--- src/rtl/tar_pkg.sv ---
// Shared types and constants of the telecontrol APDU responder.
package tar_pkg;

    localparam int NUM_POINTS = 3;

    localparam logic [7:0] START_BYTE         = 8'h68;
    localparam logic [7:0] TYPE_INTERROGATION = 8'd100;
    localparam logic [7:0] TYPE_SINGLE_POINT  = 8'd1;
    localparam logic [7:0] CAUSE_ACT_CON      = 8'd7;
    localparam logic [7:0] CAUSE_ACT_TERM     = 8'd10;
    localparam logic [7:0] CAUSE_INTERROGATED = 8'd20;
    localparam logic [7:0] CMD_LEN            = 8'd14;
    localparam logic [7:0] U_LEN              = 8'd4;
    localparam logic [7:0] SQ_FLAG            = 8'h80;
    localparam logic [7:0] POINTS_LEN         = 8'(13 + NUM_POINTS);
    localparam logic [7:0] POINTS_QUAL        = 8'(8'h80 | NUM_POINTS);
    localparam logic [1:0] FMT_U              = 2'b11;

    // U format confirmation control bytes.
    localparam logic [7:0] U_STARTDT_CON = 8'h0B;
    localparam logic [7:0] U_STOPDT_CON  = 8'h23;
    localparam logic [7:0] U_TESTFR_CON  = 8'h83;
    localparam logic [7:0] U_BARE        = 8'h03;

    // Byte positions inside the reply frames.
    localparam int CMD_LAST_IDX    = 15;
    localparam int POINTS_DATA_IDX = 15;
    localparam int POINTS_LAST_IDX = 14 + NUM_POINTS;
    localparam int U_LAST_IDX      = 5;
    localparam int IDX_W           = $clog2(POINTS_LAST_IDX + 1);

    localparam int QUEUE_DEPTH = 4;
    localparam int QPTR_W      = $clog2(QUEUE_DEPTH);

    typedef enum logic [1:0] {
        PH_WAIT,
        PH_LEN,
        PH_BODY
    } t_parse_phase;

    typedef enum logic [2:0] {
        BK_IDLE,
        BK_CMD_CON,
        BK_POINTS,
        BK_CMD_TERM,
        BK_U_REPLY
    } t_bk_state;

    // One reply job handed from the parser to the reply generator.
    typedef struct packed {
        logic        is_intr;
        logic [7:0]  u_ctrl;
        logic [14:0] rcv_count;
    } t_cmd;

endpackage

--- src/rtl/tar_front.sv ---
// Frame parser: finds frames in the byte stream and queues one reply job per answered frame.
module tar_front (
    input  logic              i_clk,
    input  logic              i_rst_n,
    input  logic              i_valid,
    input  logic [7:0]        i_byte,
    input  logic              i_q_full,
    output logic              o_ready,
    output logic              o_push,
    output tar_pkg::t_cmd     o_cmd
);

    tar_pkg::t_parse_phase r_phase, n_phase;
    logic [7:0]  r_len, n_len;
    logic [7:0]  r_pos, n_pos;
    logic [7:0]  r_ctrl, n_ctrl;
    logic [7:0]  r_type, n_type;
    logic [14:0] r_rcv, n_rcv;

    logic        accept;
    logic [7:0]  pos_inc;
    logic [7:0]  ctrl_eff;
    logic [7:0]  type_eff;
    logic        frame_done;

    assign o_ready = !i_q_full;
    assign accept  = i_valid && !i_q_full;
    assign pos_inc = r_pos + 8'd1;
    assign ctrl_eff = (r_pos == 8'd0) ? i_byte : r_ctrl;
    assign type_eff = (r_pos == 8'd4) ? i_byte : r_type;
    assign frame_done = accept && (r_phase == tar_pkg::PH_BODY) && (pos_inc >= r_len);

    // Next parse phase.
    always_comb begin
        n_phase = r_phase;
        if (accept) begin
            case (r_phase)
                tar_pkg::PH_WAIT: begin
                    n_phase = (i_byte == tar_pkg::START_BYTE) ? tar_pkg::PH_LEN
                                                               : tar_pkg::PH_WAIT;
                end
                tar_pkg::PH_LEN: begin
                    n_phase = (i_byte == 8'd0) ? tar_pkg::PH_WAIT : tar_pkg::PH_BODY;
                end
                tar_pkg::PH_BODY: begin
                    if (pos_inc >= r_len) begin
                        n_phase = tar_pkg::PH_WAIT;
                    end
                end
                default: begin
                    n_phase = tar_pkg::PH_WAIT;
                end
            endcase
        end
    end

    // Field capture, receive count and reply job.
    always_comb begin
        n_len  = r_len;
        n_pos  = r_pos;
        n_ctrl = r_ctrl;
        n_type = r_type;
        n_rcv  = r_rcv;
        o_push = 1'b0;
        o_cmd  = '{is_intr: 1'b0, u_ctrl: tar_pkg::U_BARE, rcv_count: r_rcv};
        if (accept && r_phase == tar_pkg::PH_LEN) begin
            n_len  = i_byte;
            n_pos  = 8'd0;
            n_ctrl = 8'd0;
            n_type = 8'd0;
        end
        if (accept && r_phase == tar_pkg::PH_BODY) begin
            n_pos  = pos_inc;
            n_ctrl = ctrl_eff;
            n_type = type_eff;
        end
        if (frame_done) begin
            if (!ctrl_eff[0]) begin
                n_rcv = r_rcv + 15'd1;
                o_cmd.rcv_count = n_rcv;
                o_cmd.is_intr   = 1'b1;
                o_push = (type_eff == tar_pkg::TYPE_INTERROGATION);
            end else if (ctrl_eff[1:0] == tar_pkg::FMT_U) begin
                o_push = 1'b1;
                if (ctrl_eff[2]) begin
                    o_cmd.u_ctrl = tar_pkg::U_STARTDT_CON;
                end else if (ctrl_eff[4]) begin
                    o_cmd.u_ctrl = tar_pkg::U_STOPDT_CON;
                end else if (ctrl_eff[6]) begin
                    o_cmd.u_ctrl = tar_pkg::U_TESTFR_CON;
                end else begin
                    o_cmd.u_ctrl = tar_pkg::U_BARE;
                end
            end
        end
    end

    always_ff @(posedge i_clk) begin
        if (!i_rst_n) begin
            r_phase <= tar_pkg::PH_WAIT;
            r_len   <= 8'd0;
            r_pos   <= 8'd0;
            r_ctrl  <= 8'd0;
            r_type  <= 8'd0;
            r_rcv   <= 15'd0;
        end else begin
            r_phase <= n_phase;
            r_len   <= n_len;
            r_pos   <= n_pos;
            r_ctrl  <= n_ctrl;
            r_type  <= n_type;
            r_rcv   <= n_rcv;
        end
    end

endmodule

--- src/rtl/tar_queue.sv ---
// Small job queue between the parser and the reply generator.
module tar_queue (
    input  logic          i_clk,
    input  logic          i_rst_n,
    input  logic          i_push,
    input  tar_pkg::t_cmd i_cmd,
    input  logic          i_pop,
    output logic          o_full,
    output logic          o_valid,
    output tar_pkg::t_cmd o_cmd
);

    tar_pkg::t_cmd r_mem [tar_pkg::QUEUE_DEPTH];
    logic [tar_pkg::QPTR_W-1:0] r_wr, r_rd;
    logic [tar_pkg::QPTR_W:0]   r_count;

    assign o_full  = (r_count == (tar_pkg::QPTR_W + 1)'(tar_pkg::QUEUE_DEPTH));
    assign o_valid = (r_count != '0);
    assign o_cmd   = r_mem[r_rd];

    always_ff @(posedge i_clk) begin
        if (i_push) begin
            r_mem[r_wr] <= i_cmd;
        end
    end

    always_ff @(posedge i_clk) begin
        if (!i_rst_n) begin
            r_wr    <= '0;
            r_rd    <= '0;
            r_count <= '0;
        end else begin
            if (i_push) begin
                r_wr <= r_wr + tar_pkg::QPTR_W'(1);
            end
            if (i_pop) begin
                r_rd <= r_rd + tar_pkg::QPTR_W'(1);
            end
            case ({i_push, i_pop})
                2'b10:   r_count <= r_count + (tar_pkg::QPTR_W + 1)'(1);
                2'b01:   r_count <= r_count - (tar_pkg::QPTR_W + 1)'(1);
                default: r_count <= r_count;
            endcase
        end
    end

endmodule

--- src/rtl/tar_back.sv ---
// Reply generator: turns queued jobs into reply frames, one byte per cycle while the output is ready.
module tar_back (
    input  logic          i_clk,
    input  logic          i_rst_n,
    input  logic          i_q_valid,
    input  tar_pkg::t_cmd i_q_cmd,
    output logic          o_q_pop,
    input  logic          i_ready,
    output logic          o_valid,
    output logic [7:0]    o_byte,
    output logic          o_frame_end,
    output logic          o_last
);

    tar_pkg::t_bk_state r_state, n_state;
    tar_pkg::t_cmd      r_cmd;
    logic [tar_pkg::IDX_W-1:0] r_idx;
    logic [14:0]        r_send;
    logic               r_point;
    logic               r_out_valid;
    logic [7:0]         r_out_byte;
    logic               r_out_end;
    logic               r_out_last;

    logic               out_free;
    logic               adv;
    logic               frame_last;
    logic               job_last;
    logic [7:0]         byte_val;
    logic [7:0]         cause;

    assign out_free = !r_out_valid || i_ready;

    // Output-side decisions and the byte of the current position.
    always_comb begin
        adv        = (r_state != tar_pkg::BK_IDLE) && out_free;
        frame_last = 1'b0;
        job_last   = 1'b0;
        byte_val   = 8'd0;
        cause      = (r_state == tar_pkg::BK_CMD_CON) ? tar_pkg::CAUSE_ACT_CON
                                                       : tar_pkg::CAUSE_ACT_TERM;
        case (r_state)
            tar_pkg::BK_CMD_CON, tar_pkg::BK_CMD_TERM: begin
                frame_last = (r_idx == tar_pkg::IDX_W'(tar_pkg::CMD_LAST_IDX));
                job_last   = frame_last && (r_state == tar_pkg::BK_CMD_TERM);
                case (r_idx)
                    tar_pkg::IDX_W'(0):  byte_val = tar_pkg::START_BYTE;
                    tar_pkg::IDX_W'(1):  byte_val = tar_pkg::CMD_LEN;
                    tar_pkg::IDX_W'(2):  byte_val = {r_send[6:0], 1'b0};
                    tar_pkg::IDX_W'(3):  byte_val = r_send[14:7];
                    tar_pkg::IDX_W'(4):  byte_val = {r_cmd.rcv_count[6:0], 1'b0};
                    tar_pkg::IDX_W'(5):  byte_val = r_cmd.rcv_count[14:7];
                    tar_pkg::IDX_W'(6):  byte_val = tar_pkg::TYPE_INTERROGATION;
                    tar_pkg::IDX_W'(7):  byte_val = 8'd1;
                    tar_pkg::IDX_W'(8):  byte_val = cause;
                    tar_pkg::IDX_W'(10): byte_val = 8'd1;
                    tar_pkg::IDX_W'(15): byte_val = tar_pkg::CAUSE_INTERROGATED;
                    default:             byte_val = 8'd0;
                endcase
            end
            tar_pkg::BK_POINTS: begin
                frame_last = (r_idx == tar_pkg::IDX_W'(tar_pkg::POINTS_LAST_IDX));
                case (r_idx)
                    tar_pkg::IDX_W'(0):  byte_val = tar_pkg::START_BYTE;
                    tar_pkg::IDX_W'(1):  byte_val = tar_pkg::POINTS_LEN;
                    tar_pkg::IDX_W'(2):  byte_val = {r_send[6:0], 1'b0};
                    tar_pkg::IDX_W'(3):  byte_val = r_send[14:7];
                    tar_pkg::IDX_W'(4):  byte_val = {r_cmd.rcv_count[6:0], 1'b0};
                    tar_pkg::IDX_W'(5):  byte_val = r_cmd.rcv_count[14:7];
                    tar_pkg::IDX_W'(6):  byte_val = tar_pkg::TYPE_SINGLE_POINT;
                    tar_pkg::IDX_W'(7):  byte_val = tar_pkg::POINTS_QUAL;
                    tar_pkg::IDX_W'(8):  byte_val = tar_pkg::CAUSE_INTERROGATED;
                    tar_pkg::IDX_W'(10): byte_val = 8'd1;
                    tar_pkg::IDX_W'(12): byte_val = 8'd1;
                    default: begin
                        byte_val = (r_idx >= tar_pkg::IDX_W'(tar_pkg::POINTS_DATA_IDX))
                                   ? {7'd0, r_point} : 8'd0;
                    end
                endcase
            end
            tar_pkg::BK_U_REPLY: begin
                frame_last = (r_idx == tar_pkg::IDX_W'(tar_pkg::U_LAST_IDX));
                job_last   = frame_last;
                case (r_idx)
                    tar_pkg::IDX_W'(0): byte_val = tar_pkg::START_BYTE;
                    tar_pkg::IDX_W'(1): byte_val = tar_pkg::U_LEN;
                    tar_pkg::IDX_W'(2): byte_val = r_cmd.u_ctrl;
                    default:            byte_val = 8'd0;
                endcase
            end
            default: begin
                adv = 1'b0;
            end
        endcase
        // A new job is taken when idle or right as the previous one emits its last byte.
        o_q_pop = i_q_valid && ((r_state == tar_pkg::BK_IDLE) || (adv && job_last));
    end

    // Next sequencer state.
    always_comb begin
        n_state = r_state;
        if (o_q_pop) begin
            n_state = i_q_cmd.is_intr ? tar_pkg::BK_CMD_CON : tar_pkg::BK_U_REPLY;
        end else if (adv && frame_last) begin
            case (r_state)
                tar_pkg::BK_CMD_CON: n_state = tar_pkg::BK_POINTS;
                tar_pkg::BK_POINTS:  n_state = tar_pkg::BK_CMD_TERM;
                default:             n_state = tar_pkg::BK_IDLE;
            endcase
        end
    end

    always_ff @(posedge i_clk) begin
        if (o_q_pop) begin
            r_cmd <= i_q_cmd;
        end
        if (adv) begin
            r_out_byte <= byte_val;
            r_out_end  <= frame_last;
            r_out_last <= job_last;
        end
    end

    always_ff @(posedge i_clk) begin
        if (!i_rst_n) begin
            r_state     <= tar_pkg::BK_IDLE;
            r_idx       <= '0;
            r_send      <= 15'd0;
            r_point     <= 1'b0;
            r_out_valid <= 1'b0;
        end else begin
            r_state <= n_state;
            if (adv) begin
                r_idx <= frame_last ? '0 : r_idx + tar_pkg::IDX_W'(1);
                if (frame_last && r_state != tar_pkg::BK_U_REPLY) begin
                    r_send <= r_send + 15'd1;
                end
                if (frame_last && r_state == tar_pkg::BK_POINTS) begin
                    r_point <= 1'b1;
                end
            end
            if (adv) begin
                r_out_valid <= 1'b1;
            end else if (i_ready) begin
                r_out_valid <= 1'b0;
            end
        end
    end

    assign o_valid     = r_out_valid;
    assign o_byte      = r_out_byte;
    assign o_frame_end = r_out_end;
    assign o_last      = r_out_last;

endmodule

--- src/rtl/telecontrol_apdu_responder.sv ---
// Top level of the telecontrol APDU responder: parser, job queue and reply generator.
//
// The responder takes one received word (byte) per cycle on the rx channel and
// answers telecontrol frames on the tx channel, one word per cycle while tx is
// ready. A parser finds frames that start with 0x68, takes the length byte and
// skips the body, keeping the first control byte and the type byte. When a
// frame ends it is classified: an S frame is silent, a U frame gets a six-word
// confirmation, and an I frame advances the 15-bit receive count and, when its
// type is the interrogation command, queues three reply frames (activation
// confirmation, single-point values, activation termination). Finished frames
// are handed as jobs through a four-entry queue to the reply generator, so the
// rx side keeps taking one word per cycle while replies drain; rx stalls only
// when four jobs are waiting. The reply generator holds the send count and the
// point value and emits one word per cycle while tx is ready, with no gap
// between frames or jobs. An interrogation job is 50 words and a U job 6, so
// sustained throughput is set by how fast the tx side drains those words. On
// tx, o_frame_end marks the final word of every reply frame and o_last the
// final word of all replies caused by one received frame.
module telecontrol_apdu_responder (
    input  logic       i_clk,
    input  logic       i_rst_n,
    input  logic       i_rx_valid,
    output logic       o_rx_ready,
    input  logic [7:0] i_rx_byte,
    output logic       o_tx_valid,
    input  logic       i_tx_ready,
    output logic [7:0] o_tx_byte,
    output logic       o_frame_end,
    output logic       o_last
);

    logic          push;
    tar_pkg::t_cmd push_cmd;
    logic          q_full;
    logic          q_valid;
    tar_pkg::t_cmd q_cmd;
    logic          q_pop;

    // Front: frame parser and receive counter.
    tar_front u_front (
        .i_clk    (i_clk),
        .i_rst_n  (i_rst_n),
        .i_valid  (i_rx_valid),
        .i_byte   (i_rx_byte),
        .i_q_full (q_full),
        .o_ready  (o_rx_ready),
        .o_push   (push),
        .o_cmd    (push_cmd)
    );

    // Queue of reply jobs between parser and generator.
    tar_queue u_queue (
        .i_clk   (i_clk),
        .i_rst_n (i_rst_n),
        .i_push  (push),
        .i_cmd   (push_cmd),
        .i_pop   (q_pop),
        .o_full  (q_full),
        .o_valid (q_valid),
        .o_cmd   (q_cmd)
    );

    // Back: reply frame sequencer with its output register.
    tar_back u_back (
        .i_clk       (i_clk),
        .i_rst_n     (i_rst_n),
        .i_q_valid   (q_valid),
        .i_q_cmd     (q_cmd),
        .o_q_pop     (q_pop),
        .i_ready     (i_tx_ready),
        .o_valid     (o_tx_valid),
        .o_byte      (o_tx_byte),
        .o_frame_end (o_frame_end),
        .o_last      (o_last)
    );

endmodule

--- config.mk ---
export PLATFORM = sky130hd
export DESIGN_NAME = telecontrol_apdu_responder
export DESIGN_NICKNAME = d
export VERILOG_FILES = /design/src/rtl/tar_pkg.sv /design/src/rtl/tar_front.sv /design/src/rtl/tar_queue.sv /design/src/rtl/tar_back.sv /design/src/rtl/telecontrol_apdu_responder.sv
export SDC_FILE = /design/constraint.sdc
export NUM_CORES = 1
export LEC_CHECK = 0
export BUFFER_PORTS_ARGS = -buffer_cell sky130_fd_sc_hd__buf_4
export CAP_MARGIN = 25
export CORE_MARGIN = 8
export CORE_UTILIZATION = 38
export CTS_CLUSTER_SIZE = 24
export DETAILED_ROUTE_END_ITERATION = 7
export PLACE_DENSITY = 0.51
export SLEW_MARGIN = 5
export SYNTH_ARGS = -nofsm -noshare
export SYNTH_HDL_FRONTEND = slang
export SYNTH_SLANG_ARGS = --single-unit
--- constraint.sdc ---
create_clock -name i_clk -period 3.35 [get_ports i_clk]
set_input_delay 0.8375 -clock i_clk [delete_from_list [all_inputs] [get_ports i_clk]]
set_output_delay 0.8375 -clock i_clk [all_outputs]
set_load 0.03 [all_outputs]
Word level (Yosys, flattened, before mapping)

Memories as Yosys holds them, arrays and structs flattened. A register that Yosys moved wholly into a read port is not among the register bits.
Cells that the tools add are included.

Register bits after elaboration: 111
Logic and storage cells: 132
Output and inout bits: 12
Input port bits: 12
Memories: 1
Memory bits (writable): 96

Memories:

| name          | words | width | rd ports | clocked after Yosys merged registers in | wr ports | line            | source |
|---|---|---|---|---|---|---|---|
| u_queue.r_mem | 4     | 24    | 1        | 1                                       | 1        | tar_queue.sv:13 | `tar_pkg::t_cmd r_mem [tar_pkg::QUEUE_DEPTH];` |

Equal/unequal tests: 27
Add/subtract/negate cells: 8
Mux-type cells: 42
$lt $le $gt $ge: 2
Reductions and logical operators: 33

Operator list:

| kind                                                 | count |
|---|---|
| case mux 8 bit (10 select lines)                     | 1 |
| 2-to-1 mux 8 bit                                     | 9 |
| case mux 8 bit (9 select lines)                      | 1 |
| case mux 8 bit (3 select lines)                      | 2 |
| adder 15 x 1 -> 15 bit (second input constant)       | 2 |
| 2-to-1 mux 24 bit                                    | 1 |
| equality test 5 x 3 -> 1 bit (second input constant) | 4 |
| equality test 5 x 4 -> 1 bit (second input constant) | 4 |
| equality test 8 x 7 -> 1 bit (second input constant) | 2 |
| zero test 8 bit                                      | 2 |
| 2-to-1 mux 15 bit                                    | 1 |
| 2-to-1 mux 7 bit                                     | 2 |
| logical AND 1 bit                                    | 11 |
| 2-to-1 mux 1 bit                                     | 11 |
| equality test 5 x 2 -> 1 bit (second input constant) | 2 |
| 2-to-1 mux 3 bit                                     | 3 |
| adder 8 x 1 -> 8 bit (second input constant)         | 1 |
| equality test 8 x 3 -> 1 bit (second input constant) | 1 |
| greater-or-equal comparator 8 bit                    | 1 |
| 2-to-1 mux 2 bit                                     | 4 |
| nonzero test 2 bit                                   | 4 |
| equality test 2 bit (second input constant)          | 3 |
| equality test 3 x 2 -> 1 bit (second input constant) | 2 |
| equality test 3 bit (second input constant)          | 2 |
| other kinds (28)                                     | 36 |

Logic depth before layout (Yosys ltp)

Gate-level depths: netlist of run 1.

Depth in word-level cells: 9
Mapped depth: 15
Depth with buffers taken out: 15

Modules after synthesis

A second synthesis of run 1 with hierarchy kept.

Cells, all modules: 814
Area, all modules: 9860.7 um^2

By module, submodules not included:

| module    | times used | area an instance (um^2) | sequential area each (um^2) | cells each |
|---|---|---|---|---|
| tar_queue | 1          | 3955.0                  | 3062.9                      | 172 |
| tar_back  | 1          | 3014.1                  | 1491.4                      | 300 |
| tar_front | 1          | 2891.5                  | 920.9                       | 342 |

Worst setup path after synthesis of run 1

Ideal clock, no wire load.

Path kind: reg2reg
From: reg u_front.r_pos[0]
To: reg u_queue.r_count[2] (netlist bit)
Cell stages (with the launch flop): 16
Setup slack: -0.107 ns
Arrival time: 3.386 ns
Library setup time: 0.071 ns
Required time: 3.279 ns
Path through: dfxtp_1 > ha_1 > nand3_1 > nor2_1 > xor2_1 > ha_1 > nand2_1 > nor3_1 > a21oi_1 > a211oi_2 > inv_1 > ha_1 > fa_1 > xnor2_1 > or3_1 > a21oi_1

Longest elaborated chain between the ends: 8
Elaborated cells on any way between the ends: 16

Ends and longest elaborated chain:

| what                                                                  | line             | source |
|---|---|---|
| start, declared                                                       | tar_front.sv:15  | `logic [7:0] r_pos, n_pos;` |
| start signal, assigned                                                | tar_front.sv:109 | `r_pos <= n_pos;` |
| branches (longest 5 deep; another with adder 8 x 1 -> 8 bit)          | -                |  |
| 2-to-1 mux 1 bit *                                                    | tar_front.sv:77  | `if (frame_done) begin` |
| equality test 2 x 1 -> 1 bit or equality test 2 bit (tied branches)   | tar_queue.sv:39  | `case ({i_push, i_pop})` |
| case mux 3 bit (2 select lines) or nonzero test 2 bit (tied branches) | -                |  |
| end signal, assigned                                                  | tar_queue.sv:40  | `2'b10: r_count <= r_count + (tar_pkg::QPTR_W + 1)'(1);` |
| end signal, assigned                                                  | tar_queue.sv:41  | `2'b01: r_count <= r_count - (tar_pkg::QPTR_W + 1)'(1);` |
| end signal, assigned                                                  | tar_queue.sv:42  | `default: r_count <= r_count;` |
| end, declared                                                         | tar_queue.sv:15  | `logic [tar_pkg::QPTR_W:0] r_count;` |

Mark *: on every way between the ends. The select of a mux whose other input is x is not followed.
A chain may end at the register's enable or synchronous reset.

Worst setup path in the final report of run 1

Ends and elaborated chain as after synthesis.

==> results of run 1 <==
[metrics by stage]
stage	std cells	power, mW	cell area [um^2]	hold slack (ns)	setup WS, ns
final	1098	6.05	10100	0.470	0.202
after global routing	1098	6.30	10100	0.484	-0.00938
after global placement	1065	3.79	9400	0.451	-0.151
after CTS	1097	6.13	10100	0.469	0.0183
after detailed placement	1065	3.81	9400	0.459	-0.163
after floorplan	765	3.45	8760	0.427	0.0138
[cell type report]
class / instances / area share [%]
multi-input cells: 514 / 37.2
clock inverters: 15 / 2.58
flip-flops and latches: 184 / 46.7
inverters: 25 / 0.964
well taps: 285 / 3.52
repair buffers: 58 / 4.80
clock buffers: 17 / 4.20
[registers in the layout, indices dropped and copies added, names as in the netlist, 3 cells and up, named ones only]
name,flops
u_front.r_type,8
u_back.o_byte,8
u_front.r_rcv,15
u_front.r_ctrl,5
u_back.r_cmd,18
u_queue.r_count,3
u_back.r_state,3
u_back.r_send,15
u_front.r_pos,8
u_queue.r_mem,76
u_back.r_idx,5
u_front.r_len,8
[cell usage in the layout (no fill, tap or decap), types with 5 or more instances in the layout]
cell type and n:
a211oi_1 5, a21oi_1 50, a221oi_1 7, a22oi_1 11, and2_1 7, and3_1 9
buf_4 54, bufinv_16 6, clkbuf_16 17, dfxtp_1 77, edfxtp_1 104, ha_1 20
inv_1 23, mux2i_1 31, mux4_2 19, nand2_1 60, nand2b_1 24, nand3_1 30
nand3b_1 5, nand4_1 9, nor2_1 45, nor3_1 10, nor4_1 9, nor4_2 7
o21ai_0 19, o31ai_1 5, or3_1 17, or4_1 6, xnor2_1 7, xor2_1 18
[worst register-to-register path, cell delays in order, from the launching register on]
cell and delay, ns:
dfxtp_4 0.38, ha_2 0.19, nand3_2 0.13, nor2_2 0.14, xor2_1 0.09, ha_1 0.29
nand2_1 0.09, nor3_2 0.22, a21oi_2 0.11, a211oi_2 0.24, inv_1 0.09, ha_2 0.20
fa_2 0.33, xnor2_1 0.14, or3_1 0.31, a21oi_1 0.14
[worst max path at each step]
| stage | startpoint | end | cells after the start |
|---|---|---|---|
| floorplan | i_rx_byte[0] | u_queue.r_count[2] | 10 |
| global placement | i_rx_byte[0] | u_queue.r_count[2] | 11 |
| detailed placement | i_rx_byte[0] | u_queue.r_count[2] | 11 |
| CTS | u_front.r_pos[0] | u_queue.r_count[2] | 14 |
| global route | u_front.r_pos[4] | u_queue.r_count[2] | 14 |
| finish | u_front.r_pos[0] | u_queue.r_count[2] | 15 |
[layer usage]
metal | wire length, um | track usage, % | vias up
met5 | 0 | 0 | -
met2 | 10000 | 25.3 | 110
met1 | 8470 | 16.2 | 2939
li1 | - | - | 2945
met4 | 467 | 6.64 | 0
met3 | 569 | 2.59 | 31
[repair_timing]
action	4_1_cts	5_1_grt
endpoints found under the setup margin	0	17
resized for setup	0	11
buffers inserted	0	1
[power by group]
group | internal, mW | switching [mW] | total, mW
clock network | 1.42 | 0.885 | 2.31
registers | 2.57 | 0.0868 | 2.66
logic | 0.437 | 0.648 | 1.08
total | 4.43 | 1.62 | 6.05
[cells by family after synthesis]
family          after synthesis
mux                          51
fa+ha+maj                    23
xor+xnor                     25
buf+inv                      67
simple gates                271
flops                       184
compound gates              144
==> impl_metrics.py, run 1 <==
metrics = {
    "outcome": {
        "status": "complete, no violations",
    },
    "synthesis": {
        "synth_top_family_by_area": "simple AND/OR/NAND/NOR gates",
        "post-synth-top-area-cell": "edfxtp_1",
        "ys_types": 83,
        "synth_area_leaders": "edfxtp_1 (36%), dfxtp_1 (18%), mux4_2 (4.9%), mux2i_1 (3.5%), ha_1 (3.1%)",
        "syn-instance-count": 765,
        "synth-compound-area-share_pct": 11.0,
        "netlist.area_leader.share_pct": 35.7,
        "synth_area_um2": 8740,
        "avgSynthCellArea_um2": 11.4,
        "synth_edf_count": 104,
        "netlist_top_cells_count": "edfxtp_1 (104), dfxtp_1 (80), nand2_1 (60), a21oi_1 (51), nor2_1 (47)",
        "yosys.area_share.xor_xnor_pct": 2.50,
        "yosys.area_share.adder_pct": 3.38,
        "syn_nets": 800,
        "synth-main-ff-cell": "edfxtp_1",
        "async_flop_share_pct": 0,
        "seq_area_frac_synth_pct": 54.0,
        "synth-seq-cells": 184,
        "synth-simple-area-share_pct": 17.1,
        "synthMuxAreaShare_pct": 8.57,
        "ys.warnings.count": 0,
        "synth.most_common_cell": "edfxtp_1",
    },
    "clocking": {
        "clock_path_buffers": 2,
        "clockRootBuffer": "clkbuf_16",
        "cts_tree": "done",
        "cts_buffers": 17,
        "cts_max_level": 4,
        "clkSinkCount": 184,
        "clk_pin_slew_ns": 0.07,
        "ctsHoldBuffers": 0,
        "insertion_delay_ns": 0.43,
    },
    "power_and_ir_drop": {
        "power_density_nw_per_um2": 598,
        "vdd_drop_max_uv": 350,
        "power.leakage_nw": 3.68,
    },
    "critical_path": {
        "r2r_start": "u_front.r_pos[0]",
        "endpoint_kind": "register",
        "path_max_fanout": 6,
        "r2r_slack_ns": 0.20,
        "critical-path-max-stage-delay_ns": 0.38,
        "crit_chain": "ha_2 -> nand3_2 -> nor2_2 -> xor2_1 -> ha_1 -> nand2_1 -> nor3_2 -> a21oi_2 -> a211oi_2 -> inv_1 -> ha_2 -> fa_2 -> xnor2_1 -> or3_1 -> a21oi_1",
        "cp-start-kind": "register",
        "crit_path_top_delay_cell": "dfxtp_4",
        "required_ns": 3.70,
        "cp.arrival_ns": 3.50,
        "r2r_cells": 15,
        "crit_buf_inv": 1,
        "crit_type": "reg2reg",
        "reg2reg_to": "u_queue.r_count[2]",
        "crit_top_cell": "ha_2",
        "critPathTopFamily": "adder cells",
    },
    "die": {
        "die_h_um": 168,
        "rows": 55,
        "core_um2": 22600,
        "start_util_pct": 38.6,
        "dieArea_um2": 28100,
        "io_pins": 24,
        "die_x_um": 168,
    },
    "timing": {
        "worst_slew_pin_slew_ns": 0.795,
        "clock.fmax_mhz": 318,
        "skew_ns": 0.0147,
        "slew_headroom_pct": 46.9,
        "fin_setup_tns_ns": 0,
        "finalHoldViolations": 0,
        "drv_slew": 0,
        "setup_violations": 0,
        "timing.final.crit_share_pct": 94.0,
        "period_minus_slack_ns": 3.15,
    },
    "grt": {
        "grt_max_degree": 58,
        "grt_usage_pct": 14.2,
        "grt_overflow": 0,
        "antenna_found_initial": 0,
        "grt_first_pass_wirelength_um": 32000,
        "grt_pass1_vias": 6312,
    },
    "flow_run": {
        "max-cap-violations": 0,
    },
    "detailed_routing": {
        "route.antenna.remaining_nets": 0,
        "routed_wl_um": 19500,
        "drc": 0,
        "drt_pre_antenna_iters": 7,
        "routedWlPerCell_um": 17.8,
        "viasPerCell": 5.49,
        "vias": 6025,
        "drt-initial-drc-count": 465,
    },
    "final_layout": {
        "synthToLayoutAreaGrowth_pct": 15.8,
        "finalNetCount": 835,
        "diodes": 0,
        "final-seq-area_um2": 4730,
        "multi_input_area_um2": 3770,
        "fill_cells": 2036,
        "layout-drive-gt1-share_pct": 19.2,
        "utilization_pct": 44.7,
    },
    "placed_design": {
        "port_buffers": 23,
        "dp_hpwl_um": 13600,
        "gp_congestion": 0.874,
    },
    "min_path": {
        "hold_depth": 2,
        "hold_path_class": "reg2reg",
        "hold_start": "u_front.r_type[5]",
        "min_to": "u_front.r_type[5]",
    },
}
No activity file was read; power rests on OpenSTA's default activity.
==> run 2, diff against run 1 <==
--- a/config.mk
+++ b/config.mk
@@ -7,6 +7,7 @@
 export LEC_CHECK = 0
 export BUFFER_PORTS_ARGS = -buffer_cell sky130_fd_sc_hd__buf_4
 export CAP_MARGIN = 25
+export CORE_ASPECT_RATIO = 0.75
 export CORE_MARGIN = 8
 export CORE_UTILIZATION = 38
 export CTS_CLUSTER_SIZE = 24
==> run 2 against run 1 <==
Net effect: clock power down 13%; worst hold slack better by 0.0013 ns; total power down 4.9%; fmax up 0.60%.
==> impl_metrics.py, run 2 (synthesis results as in run 1) <==
metrics = {
    "die": {
        "core_um2": 22800,
        "io_pins": 24,
        "start_util_pct": 38.3,
        "die_h_um": 147,
        "dieArea_um2": 28200,
        "rows": 48,
        "die_x_um": 191,
    },
    "min_path": {
        "min_to": "u_front.r_type[2]",
        "hold_depth": 2,
        "hold_start": "u_front.r_type[2]",
        "hold_path_class": "reg2reg",
    },
    "timing": {
        "period_minus_slack_ns": 3.13,
        "setup_violations": 0,
        "timing.final.crit_share_pct": 93.4,
        "skew_ns": 0.0110,
        "drv_slew": 0,
        "finalHoldViolations": 0,
        "holdWs_ns": 0.471,
        "clock.fmax_mhz": 320,
        "slew_headroom_pct": 49.0,
        "rsz0062_at_grt": "no",
        "worst_slew_pin_slew_ns": 0.764,
    },
    "outcome": {
        "status": "complete, no violations",
    },
    "placed_design": {
        "dp.cells": 1081,
        "dp_hpwl_um": 13900,
        "gp_congestion": 0.810,
        "port_buffers": 23,
    },
    "grt": {
        "antenna_found_initial": 0,
        "grt_pass1_vias": 6081,
        "grt_usage_pct": 14.7,
        "grt_first_pass_wirelength_um": 33000,
        "grt_overflow": 0,
        "grt_max_degree": 57,
    },
    "detailed_routing": {
        "routedWlPerCell_um": 18.1,
        "vias": 6119,
        "viasPerCell": 5.50,
        "drt_pre_antenna_iters": 5,
        "drc": 0,
        "drt-initial-drc-count": 457,
        "routed_wl_um": 20200,
        "route.antenna.remaining_nets": 0,
    },
    "critical_path": {
        "path_max_fanout": 6,
        "cp-start-kind": "register",
        "cp.arrival_ns": 3.49,
        "reg2reg_to": "u_queue.r_count[2]",
        "r2r_start": "u_front.r_pos[0]",
        "endpoint_kind": "register",
        "crit_type": "reg2reg",
        "r2r_cells": 15,
        "required_ns": 3.71,
        "r2r_slack_ns": 0.22,
    },
    "clocking": {
        "cts_buffers": 17,
        "cts_tree": "done",
        "ctsHoldBuffers": 0,
        "clockRootBuffer": "clkbuf_16",
        "clk_pin_slew_ns": 0.08,
        "clock_path_buffers": 2,
        "clkSinkCount": 184,
        "cts_max_level": 4,
        "insertion_delay_ns": 0.43,
    },
    "final_layout": {
        "synthToLayoutAreaGrowth_pct": 14.9,
        "finalNonFillerCells": 1113,
        "diodes": 0,
        "final_cell_mix": "edfxtp_1 (104), dfxtp_1 (76), nand2_1 (60), buf_4 (54), a21oi_1 (50)",
        "top_regs": "u_queue.r_mem x76, u_back.r_cmd x18",
        "largest_reg_flops": 76,
        "layout_commonest_cell": "edfxtp_1",
        "utilization_pct": 44.0,
        "regMostFlops": "u_queue.r_mem",
        "layout-drive-gt1-share_pct": 19.2,
        "finalNetCount": 835,
    },
    "power_and_ir_drop": {
        "vdd_drop_max_uv": 371,
        "total_power_mw": 5.75,
        "power.leakage_nw": 3.64,
        "power_density_nw_per_um2": 573,
    },
    "flow_run": {
        "max-cap-violations": 0,
    },
}
## run 2: cell count changes in the layout (fill, tap and decap cells not counted), moves of 2 or more
cell and delta:
dfxtp_2 +2, inv_8 +3, o21ai_1 +2, bufinv_16 -6, clkinv_4 +2, clkinv_8 +2
## run 2: per-stage QoR
step / TNS, ns / area (um^2) / setup slack [ns]
after floorplan: 0 / 8760 / 0.0138
after global placement: -0.109 / 9420 / -0.109
after detailed placement: -0.121 / 9420 / -0.121
after CTS: 0 / 10000 / 0.0277
after global routing: 0 / 10000 / 0.00299
final: 0 / 10000 / 0.221
## run 2: layout make-up
cell class                 count  area, um^2
clock buffer                  17         425
clock inverter                15         168
fill                        2126       12800
inverter                      25        97.6
multi-input combinational    514        3770
sequential                   184        4730
tap                          300         375
timing repair buffer          58         485
## run 2: critical path: stages (launching register included)
cell	delay [ns]
dfxtp_2	0.40
ha_1	0.20
nand3_2	0.12
nor2_2	0.15
xor2_2	0.10
ha_1	0.28
nand2_1	0.07
o21ai_1	0.22
a21oi_2	0.07
a211oi_2	0.24
inv_1	0.08
ha_2	0.21
fa_2	0.33
xnor2_1	0.13
or3_1	0.31
a21oi_1	0.14
## run 2: report_power, final
group / leakage, nW / total [mW] / internal [mW] / switching, mW
clock: 0.288 / 2.01 / 1.01 / 0.995
sequential: 1.69 / 2.67 / 2.57 / 0.0984
combinational: 1.66 / 1.08 / 0.436 / 0.643
## run 2: worst max-delay path by stage
stage                     startpoint                 end  slack (ns)  cells after the start
floorplan               i_rx_byte[0]  u_queue.r_count[2]        0.01                     10
global placement        i_rx_byte[0]  u_queue.r_count[2]       -0.11                     11
detailed placement      i_rx_byte[0]  u_queue.r_count[2]       -0.12                     11
CTS                 u_front.r_pos[0]  u_queue.r_count[2]        0.03                     14
global route        u_front.r_pos[0]  u_queue.r_count[2]       0.003                     15
finish              u_front.r_pos[0]  u_queue.r_count[2]        0.22                     15
## run 2: repair_timing
item,4_1_cts,5_1_grt
buffers inserted,0,0
endpoints found under the setup margin,0,21
gates resized for setup,0,11
## run 2: routing by layer
metal	track usage (%)	part of all wire, %	up-vias
met4	4.22	1.2	0
met1	20.8	51	3010
li1	-	-	2952
met2	22.2	44	139
met5	0	0	-
met3	3.17	4.1	18
